## src/hw/rtl/bmh_pkg.sv

```systemverilog
// Shared types and constants for the bounded min-heap top-k block.
package bmh_pkg;

   // Heap geometry and field widths
   localparam int HEAP_DEPTH = 64;
   localparam int ADDR_W     = $clog2(HEAP_DEPTH);
   localparam int VAL_W      = 16;
   localparam int CNT_W      = ADDR_W + 1;
   localparam int CSR_DATA_W = 32;
   localparam int CSR_ADDR_W = 3;

   // Register map: one register, word index taken from paddr[2]
   localparam logic REG_CAPACITY = 1'b0;
   localparam logic [CNT_W-1:0] CAP_RESET = CNT_W'(HEAP_DEPTH);

   // Request kinds carried on req_tuser
   localparam logic OPER_INSERT = 1'b0;
   localparam logic OPER_TAKE   = 1'b1;

   // Response packing
   localparam int RSP_BITS   = 2 * VAL_W + CNT_W + 2;
   localparam int RSP_DATA_W = ((RSP_BITS + 7) / 8) * 8;

   // Controller states
   typedef enum logic [2:0] {
      ST_IDLE,
      ST_DECIDE,
      ST_UP_RD,
      ST_UP_CMP,
      ST_TAKE_LD,
      ST_DN_RD,
      ST_DN_CMP,
      ST_DONE
   } state_type;

   // Datapath operations
   typedef enum logic [3:0] {
      DP_NONE,
      DP_LATCH,
      DP_BEGIN_INSERT,
      DP_BEGIN_REPLACE,
      DP_BEGIN_TAKE,
      DP_LOAD_LAST,
      DP_RD_PARENT,
      DP_RD_CHILD,
      DP_UP_MOVE,
      DP_DN_MOVE,
      DP_PUT
   } dp_op_type;

   typedef struct packed {
      dp_op_type op;
      logic      emit;     // load the response register
   } cmd_type;

   typedef struct packed {
      logic is_take;       // latched request is a take
      logic full;          // count at or above effective capacity
      logic empty;         // count is zero
      logic gt_root;       // latched value strictly above the minimum
      logic pos_zero;      // hole sits at the root
      logic up_less;       // latched value below the parent just read
      logic move_down;     // a child just read is below the latched value
      logic out_full;      // response register holds an untaken transfer
   } status_type;

endpackage

```

## src/hw/rtl/bmh_ctrl.sv

```systemverilog
// Controller state machine for the bounded min-heap top-k block.
module bmh_ctrl (
   input  logic                clock,
   input  logic                reset,
   input  logic                req_tvalid,
   output logic                req_tready,
   input  bmh_pkg::status_type status,
   output bmh_pkg::cmd_type    cmd
);
   import bmh_pkg::*;

   state_type state_ff;
   state_type state_in;

   // State register
   always_ff @(posedge clock) begin
      if (reset) begin
         state_ff <= ST_IDLE;
      end else begin
         state_ff <= state_in;
      end
   end

   // Next state and commands
   always_comb begin
      state_in   = state_ff;
      cmd.op     = DP_NONE;
      cmd.emit   = 1'b0;
      req_tready = 1'b0;
      unique case (state_ff)
         ST_IDLE: begin
            req_tready = 1'b1;
            if (req_tvalid) begin
               cmd.op   = DP_LATCH;
               state_in = ST_DECIDE;
            end
         end
         ST_DECIDE: begin
            if (status.is_take) begin
               if (status.empty) begin
                  state_in = ST_DONE;
               end else begin
                  cmd.op   = DP_BEGIN_TAKE;
                  state_in = ST_TAKE_LD;
               end
            end else if (!status.full) begin
               cmd.op   = DP_BEGIN_INSERT;
               state_in = ST_UP_RD;
            end else if (!status.empty && status.gt_root) begin
               cmd.op   = DP_BEGIN_REPLACE;
               state_in = ST_DN_RD;
            end else begin
               state_in = ST_DONE;
            end
         end
         // sift up: one parent read and compare per level
         ST_UP_RD: begin
            if (status.pos_zero) begin
               cmd.op   = DP_PUT;
               state_in = ST_DONE;
            end else begin
               cmd.op   = DP_RD_PARENT;
               state_in = ST_UP_CMP;
            end
         end
         ST_UP_CMP: begin
            if (status.up_less) begin
               cmd.op   = DP_UP_MOVE;
               state_in = ST_UP_RD;
            end else begin
               cmd.op   = DP_PUT;
               state_in = ST_DONE;
            end
         end
         ST_TAKE_LD: begin
            cmd.op   = DP_LOAD_LAST;
            state_in = ST_DN_RD;
         end
         // sift down: both children read together, then compare
         ST_DN_RD: begin
            cmd.op   = DP_RD_CHILD;
            state_in = ST_DN_CMP;
         end
         ST_DN_CMP: begin
            if (status.move_down) begin
               cmd.op   = DP_DN_MOVE;
               state_in = ST_DN_RD;
            end else begin
               cmd.op   = DP_PUT;
               state_in = ST_DONE;
            end
         end
         ST_DONE: begin
            if (!status.out_full) begin
               cmd.emit = 1'b1;
               state_in = ST_IDLE;
            end
         end
         default: begin
            state_in = ST_IDLE;
         end
      endcase
   end

endmodule

```

## src/hw/rtl/bmh_datapath.sv

```systemverilog
// Heap memory, sift registers and response register of the min-heap block.
module bmh_datapath (
   input  logic                              clock,
   input  logic                              reset,
   input  bmh_pkg::cmd_type                  cmd,
   output bmh_pkg::status_type               status,
   input  logic [bmh_pkg::CNT_W-1:0]         capacity,
   input  logic                              req_operation,
   input  logic signed [bmh_pkg::VAL_W-1:0]  req_value,
   output logic                              rsp_tvalid,
   input  logic                              rsp_tready,
   output logic [bmh_pkg::RSP_DATA_W-1:0]    rsp_tdata
);
   import bmh_pkg::*;

   // Heap storage, two registered read ports, one write port
   logic signed [VAL_W-1:0] mem [HEAP_DEPTH];
   logic signed [VAL_W-1:0] rd_a_ff;
   logic signed [VAL_W-1:0] rd_b_ff;
   logic [ADDR_W-1:0]       addr_a;
   logic [ADDR_W-1:0]       addr_b;
   logic                    wr_en;
   logic signed [VAL_W-1:0] wr_data;

   // Sift state
   logic [ADDR_W-1:0]       pos_ff,   pos_in;
   logic [CNT_W-1:0]        count_ff, count_in;
   logic signed [VAL_W-1:0] val_ff,   val_in;
   logic                    op_ff,    op_in;
   logic signed [VAL_W-1:0] taken_ff, taken_in;
   logic                    took_ff,  took_in;
   logic signed [VAL_W-1:0] root_ff;

   // Response register
   logic                    out_valid_ff;
   logic [RSP_DATA_W-1:0]   out_data_ff;

   // Index arithmetic
   logic [ADDR_W-1:0]       pos_minus;
   logic [ADDR_W-1:0]       parent;
   logic [CNT_W:0]          l_idx;
   logic [CNT_W:0]          r_idx;
   logic [CNT_W-1:0]        last_idx;
   logic [CNT_W-1:0]        eff_cap;
   logic                    has_l;
   logic                    has_r;
   logic                    l_less;
   logic                    r_less;
   logic signed [VAL_W-1:0] cand;
   logic signed [VAL_W-1:0] best_val;
   logic [ADDR_W-1:0]       best_pos;
   logic                    min_valid;
   logic signed [VAL_W-1:0] min_value;

   assign pos_minus = pos_ff - ADDR_W'(1);
   assign parent    = {1'b0, pos_minus[ADDR_W-1:1]};
   assign l_idx     = {1'b0, pos_ff, 1'b1};
   assign r_idx     = l_idx + (CNT_W+1)'(1);
   assign last_idx  = count_ff - CNT_W'(1);
   assign has_l     = l_idx < {1'b0, count_ff};
   assign has_r     = r_idx < {1'b0, count_ff};

   // Capacity register saturated to 1..HEAP_DEPTH
   always_comb begin
      if (capacity == '0) begin
         eff_cap = CNT_W'(1);
      end else if (capacity > CNT_W'(HEAP_DEPTH)) begin
         eff_cap = CNT_W'(HEAP_DEPTH);
      end else begin
         eff_cap = capacity;
      end
   end

   // Smaller child below the held value, left wins ties
   assign l_less   = has_l && (rd_a_ff < val_ff);
   assign cand     = l_less ? rd_a_ff : val_ff;
   assign r_less   = has_r && (rd_b_ff < cand);
   assign best_val = r_less ? rd_b_ff : rd_a_ff;
   assign best_pos = r_less ? r_idx[ADDR_W-1:0] : l_idx[ADDR_W-1:0];

   assign min_valid = count_ff != '0;
   assign min_value = min_valid ? root_ff : '0;

   // Status to the controller
   always_comb begin
      status.is_take   = op_ff == OPER_TAKE;
      status.full      = count_ff >= eff_cap;
      status.empty     = count_ff == '0;
      status.gt_root   = val_ff > root_ff;
      status.pos_zero  = pos_ff == '0;
      status.up_less   = val_ff < rd_a_ff;
      status.move_down = l_less || r_less;
      status.out_full  = out_valid_ff && !rsp_tready;
   end

   // Operation decode
   always_comb begin
      pos_in   = pos_ff;
      count_in = count_ff;
      val_in   = val_ff;
      op_in    = op_ff;
      taken_in = taken_ff;
      took_in  = took_ff;
      addr_a   = parent;
      addr_b   = r_idx[ADDR_W-1:0];
      wr_en    = 1'b0;
      wr_data  = val_ff;
      unique case (cmd.op)
         DP_LATCH: begin
            op_in    = req_operation;
            val_in   = req_value;
            taken_in = '0;
            took_in  = 1'b0;
         end
         DP_BEGIN_INSERT: begin
            pos_in   = count_ff[ADDR_W-1:0];
            count_in = count_ff + CNT_W'(1);
         end
         DP_BEGIN_REPLACE: begin
            pos_in = '0;
         end
         DP_BEGIN_TAKE: begin
            addr_a   = last_idx[ADDR_W-1:0];
            taken_in = root_ff;
            took_in  = 1'b1;
            count_in = last_idx;
            pos_in   = '0;
         end
         DP_LOAD_LAST: begin
            val_in = rd_a_ff;
         end
         DP_RD_PARENT: begin
            addr_a = parent;
         end
         DP_RD_CHILD: begin
            addr_a = l_idx[ADDR_W-1:0];
            addr_b = r_idx[ADDR_W-1:0];
         end
         DP_UP_MOVE: begin
            wr_en   = 1'b1;
            wr_data = rd_a_ff;
            pos_in  = parent;
         end
         DP_DN_MOVE: begin
            wr_en   = 1'b1;
            wr_data = best_val;
            pos_in  = best_pos;
         end
         DP_PUT: begin
            wr_en = 1'b1;
         end
         default: begin
         end
      endcase
   end

   // Memory ports
   always_ff @(posedge clock) begin
      if (wr_en) begin
         mem[pos_ff] <= wr_data;
      end
      rd_a_ff <= mem[addr_a];
      rd_b_ff <= mem[addr_b];
   end

   // Payload registers; the root copy follows every write to entry zero
   always_ff @(posedge clock) begin
      pos_ff   <= pos_in;
      val_ff   <= val_in;
      op_ff    <= op_in;
      taken_ff <= taken_in;
      took_ff  <= took_in;
      if (wr_en && pos_ff == '0) begin
         root_ff <= wr_data;
      end
      if (cmd.emit) begin
         out_data_ff <= RSP_DATA_W'({min_valid, min_value, count_ff, took_ff, taken_ff});
      end
   end

   // Control registers
   always_ff @(posedge clock) begin
      if (reset) begin
         count_ff     <= '0;
         out_valid_ff <= 1'b0;
      end else begin
         count_ff <= count_in;
         if (cmd.emit) begin
            out_valid_ff <= 1'b1;
         end else if (rsp_tready) begin
            out_valid_ff <= 1'b0;
         end
      end
   end

   assign rsp_tvalid = out_valid_ff;
   assign rsp_tdata  = out_data_ff;

endmodule

```

## src/hw/rtl/bounded_min_heap_top_k_top.sv

```systemverilog
// Top level of the bounded min-heap top-k block: ports and capacity register.
//
//  channel   | role          | payload
//  ----------+---------------+-------------------------------------------------
//  req_*     | stream in     | tuser: operation; tdata: value
//  rsp_*     | stream out    | tdata: taken_value, took_valid, count, min_value,
//            |               |        min_valid
//  csr_*     | APB register  | capacity at byte address 0
//
// One request at a time. An insert sifts up until it reaches the root or a parent that
// is not larger; a replace sifts down from the root of a full heap, and a take loads
// the last entry and sifts it down; a dropped insert or an empty take goes straight to
// the result. A level is one memory read and one compare. Synchronous reset empties
// the heap but does not clear the memory. A waiting result lets the next request in; a
// stalled rsp side holds the block at its end.
module bounded_min_heap_top_k_top (
   input  logic                              clock,
   input  logic                              reset,
   // request channel
   input  logic                              req_tvalid,
   output logic                              req_tready,
   input  logic                              req_tuser,   // [0] operation
   input  logic [15:0]                       req_tdata,   // [15:0] value
   // result channel
   output logic                              rsp_tvalid,
   input  logic                              rsp_tready,
   // [15:0] taken_value, [16] took_valid, [23:17] count, [39:24] min_value,
   // [40] min_valid, [47:41] zero
   output logic [bmh_pkg::RSP_DATA_W-1:0]    rsp_tdata,
   // register port
   input  logic                              csr_psel,
   input  logic                              csr_penable,
   input  logic                              csr_pwrite,
   input  logic [bmh_pkg::CSR_ADDR_W-1:0]    csr_paddr,
   input  logic [bmh_pkg::CSR_DATA_W-1:0]    csr_pwdata,
   output logic [bmh_pkg::CSR_DATA_W-1:0]    csr_prdata,
   output logic                              csr_pready
);
   import bmh_pkg::*;

   logic [CNT_W-1:0] capacity_ff;
   logic             csr_write;
   status_type       status;
   cmd_type          cmd;

   // Capacity register
   assign csr_pready = 1'b1;
   assign csr_write  = csr_psel && csr_penable && csr_pwrite && csr_pready;

   always_ff @(posedge clock) begin
      if (reset) begin
         capacity_ff <= CAP_RESET;
      end else if (csr_write && csr_paddr[2] == REG_CAPACITY) begin
         capacity_ff <= csr_pwdata[CNT_W-1:0];
      end
   end

   assign csr_prdata = (csr_paddr[2] == REG_CAPACITY) ? CSR_DATA_W'(capacity_ff) : '0;

   bmh_ctrl u_ctrl (
      .clock      (clock),
      .reset      (reset),
      .req_tvalid (req_tvalid),
      .req_tready (req_tready),
      .status     (status),
      .cmd        (cmd)
   );

   bmh_datapath u_datapath (
      .clock         (clock),
      .reset         (reset),
      .cmd           (cmd),
      .status        (status),
      .capacity      (capacity_ff),
      .req_operation (req_tuser),
      .req_value     (req_tdata),
      .rsp_tvalid    (rsp_tvalid),
      .rsp_tready    (rsp_tready),
      .rsp_tdata     (rsp_tdata)
   );

endmodule

```

## config.mk

```make
export PLATFORM = sky130hd
export DESIGN_NAME = bounded_min_heap_top_k_top
export DESIGN_NICKNAME = d
export VERILOG_FILES = /design/src/hw/rtl/bmh_pkg.sv /design/src/hw/rtl/bmh_ctrl.sv /design/src/hw/rtl/bmh_datapath.sv /design/src/hw/rtl/bounded_min_heap_top_k_top.sv
export SDC_FILE = /design/constraint.sdc
export NUM_CORES = 2
export LEC_CHECK = 0
export BUFFER_PORTS_ARGS = -buffer_cell sky130_fd_sc_hd__buf_4
export CAP_MARGIN = 15
export CORE_MARGIN = 3
export CORE_UTILIZATION = 45
export CTS_BUF_LIST = sky130_fd_sc_hd__clkbuf_8
export CTS_CLUSTER_SIZE = 24
export DETAILED_ROUTE_END_ITERATION = 8
export PLACE_DENSITY = 0.61
export SKIP_LAST_GASP = 1
export SLEW_MARGIN = 20
export SYNTH_ARGS = -nofsm -noshare
export SYNTH_HDL_FRONTEND = slang
export SYNTH_SLANG_ARGS = --single-unit
```

## constraint.sdc

```tcl
create_clock -name clock -period 13.55 [get_ports clock]
set_input_delay 0.6775 -clock clock [delete_from_list [all_inputs] [get_ports clock]]
set_output_delay 0.6775 -clock clock [all_outputs]
set_load 0.005 [all_outputs]
```

==> results.md <==
- 65.6% — sequential-to-total area share from yosys stat
- edfxtp_1 — most area-hungry cell type in the Yosys netlist
- 4582 — Nets
- 52800 um2 — Mapped Area
- 6.87% — mux share of post-synthesis cell area
- 49 — highest fanout seen on the critical path
- 51.0% — final cycle utilization of the critical path
- 14.4% — layout cells sized above 1
- 122000 um2 — Die Outline Area
- 1.66% — fraction of the mapped netlist area in adder cells
- design-rule violations — violations in the final reports
- 6.91 ns — min Tclk post-route
- 1121 — number of enable-type register cells in the synthesized netlist
- 87 — count of distinct cell types in the synthesized netlist
- 0 — remaining antenna violation count
- flop to flop — Setup Crit Path Kind
- 349 um — width of the die
- 0 — Pins Over Slew Limit
- 4855 — DR iter-0 viols
- simple AND/OR/NAND/NOR gates — combinational family with the most area after synthesis
- 45.4% — effective utilization at floorplan
- 349 um — Die H
- 6.06 — number of vias per cell
- edfxtp_1 — flip-flop cell with the highest count after synthesis
- 2 — DRC violation count after routing
- 0 — setup bufs post-CTS
- 1171 — clock tree sinks
- 9 — first-pass iteration count of the detailed router
- 3 — largest buffer count on any clock path
- 0 — Setup Viol. Count Final
- 0.89 ns — later-pin clock latency in the skew report
- 12.2 um2 — average footprint of a synthesized cell
- 0.879 — gpl congestion
- 4 — number of levels the H-tree was split into
- 0 ns — setup TNS
- 26.9% — global-route usage over all layers
- 116000 um2 — core box area
- 37200 — via count of the routed design
- 16800 um2 — combined area of the multi-input logic cells
- 0 — total number of yosys warnings
- 27.0 um — per-cell routed wire length
- 142 — Top-Level Pins
- 0 — number of resized instances in the post-cts repair step
- 240000 um — first-pass GRT wire length
- 0 — overall overflow remaining after global route
- 189 — total CTS buffers
- 14.09 ns — Critical Path RT
- 10100 — Fillers
- 6.58% — post-synthesis compound-gate area fraction
- flop — Critical Path Sink Type
- 22.6% — Relative slew margins
- 35300 — number of global-route vias before repair
- 262 nW/um2 — power density normalized to cell area
- 0 — Hold Vio Cnt, Final
- 0.145 GHz — f_max
- 4318 — Cells after Synth
- flop — Worst Setup Start Kind
- 50.6% — final standard cell utilization of the core
- 34700 um2 — sequential cell area
- 0% — fraction of synthesis flops using an asynchronous set or reset pin
- 97300 um — HPWL after DPL
- 63.7% — top-area cell type share of the netlist area
- 7.45 ns — signal arrival time at the worst endpoint
- 1171 — number of synthesized register bits
- 0.000316 V — maximum VDD drop
- 15.7% — share of synthesized cell area in and, or, nand and nor gates
- no — unrepaired setup endpoints after global routing
- 21.4 nW — P_leak
- primary input to flop — classification of the worst-slack hold path
- 166000 um — total wire length after detailed routing
- 1.15 ns — measured slew at the worst slew-check pin
- 0.232% — XOR/XNOR share of the synthesized area
- 0.06 ns — clock-pin slew of the registers on the worst-case setup and hold paths
- 0.0506 ns — clock skew
- 81 — buffers added on ports
- clkbuf_8 — clock tree root buffer cell
- 11.5% — area growth from synthesis to layout
- 125 — standard-cell rows
- finished with violations — outcome
- 131 — largest net degree at the start of global routing
- 6 — number of antenna violations at the first check in global routing
- edfxtp_1, nand2_1, mux4_2 — top area cells in the synthesized netlist
- 0 — number of maximum-capacitance violations
- built — clock tree from TritonCTS
[cells by family (layout without fill, tap and decap cells)]
logic type / count (synthesis) / count (layout)
adders and majority gates: 70 / 70
DFF: 1171 / 1171
xor gates and xnor gates: 14 / 14
buffers and inverters: 392 / 650
other: 2 / 37
muxes: 199 / 199
and+or+nand+nor: 1965 / 1965
AOI/OAI and AO/OA: 505 / 505
[registers in the layout, summed over array words and instances, names as in the netlist, 7 cells and up]
name                  count
u_datapath.count_ff       7
u_datapath.root_ff       16
u_datapath.val_ff        16
u_datapath.mem         1024
u_datapath.rd_b_ff       16
capacity_ff               7
u_datapath.taken_ff      16
u_datapath.rsp_tdata     41
u_datapath.rd_a_ff       16
[cells in the mapped netlist (all sizes together), types with 11 or more instances]
cell     instances
a31oi           46
mux2i           51
a21o            11
nor2           149
nand4           22
nor3            63
o21ai           74
o22ai           63
edfxtp        1121
a21oi          109
a311oi          32
a2111oi         33
buf            179
nor2b           16
clkbuf         135
nand3          370
nand2         1255
nor4            19
and3            27
mux4           129
a22oi           17
ha              70
inv             76
a32oi           16
mux2            19
o211a           14
a211oi          39
dfxtp           50
[area by class of cell]
class	count	share of cell area, %
timing repair buffer	227	3.07
tap	1524	3.24
inverter	78	0.497
multi-input combinational	2786	28.5
clock buffer	200	4.67
antenna	4	0.0170
sequential	1171	58.8
clock inverter	145	1.20
[metal layers]
layer	vias up	global-route usage [%]	routed length (um)
li1	16200	-	-
met1	18300	36.8	64300
met2	2332	41.3	75000
met3	401	5.78	18600
met4	2	12.8	8020
met5	-	0	18
[cells in the final DEF (no fill, tap or decap), types with 10 or more instances in the layout]
cell type	count
a2111oi_0	32
a211oi_1	33
a21o_1	10
a21oi_1	108
a22oi_1	17
a311oi_1	32
a31oi_1	45
a32oi_1	16
a41oi_1	10
and3_1	27
buf_4	213
clkbuf_8	200
clkinv_1	40
clkinv_2	15
conb_1	33
dfxtp_1	50
edfxtp_1	1121
ha_1	69
inv_1	152
mux2_2	19
mux2i_1	51
mux4_2	129
nand2_1	1238
nand2_2	15
nand3_1	370
nand4_1	22
nor2_1	144
nor2b_1	16
nor3_1	58
nor4_1	15
o211a_1	14
o21ai_0	60
o21ai_1	10
o22ai_1	63
[final timing paths]
| path | slack [ns] | endpoint | start | depth (start not counted) |
|---|---|---|---|---|
| max | 6.64 | u_datapath.mem[61][7] | u_datapath.val_ff[15] | 17 |
| min | 0.09 | capacity_ff[6] | csr_pwdata[6] | 3 |
| max reg2reg | 6.64 | u_datapath.mem[61][7] | u_datapath.val_ff[15] | 17 |
| min reg2reg | 0.42 | u_datapath.rsp_tdata[15] | u_datapath.taken_ff[15] | 0 |
[repair_timing]
item,4_1_cts,5_1_grt
setup endpoints to repair,0,0
hold buffers,7,0
hold endpoints to repair,7,0
[through the flow]
step	instance area (um2)	setup WS (ns)	cells	hold WS (ns)	power, W
floorplan	53000	6.18	4349	0.400	0.00960
global placement	55300	6.82	5778	0.401	0.0125
detailed placement	55400	6.70	5778	0.405	0.0125
CTS	58900	6.65	6130	0.0184	0.0153
global route	58900	6.11	6132	0.0631	0.0162
finish	58900	6.64	6135	0.0873	0.0155
[critical path, stage by stage, from the launching register on]
cell and delay [ns]:
edfxtp_1 0.46, ha_1 0.40, nand4_1 0.22, nor4_1 0.46
a21boi_1 0.32, nor4b_1 0.14, o21ai_2 0.91, mux2i_1 0.18
ha_1 0.38, and3_1 0.20, nand4_1 0.14, nor4_1 0.45
o21ai_0 0.20, a211oi_2 0.30, o21a_1 0.56, nand2_1 0.13
nand2_2 0.34, buf_4 0.65
[power breakdown]
part | total [W] | switching, W | internal, W
Sequential | 0.00478 | 0.000182 | 0.00459
Clock | 0.00282 | 0.00140 | 0.00142
Combinational | 0.00786 | 0.00570 | 0.00216
(Power assumes the default switching activity.)
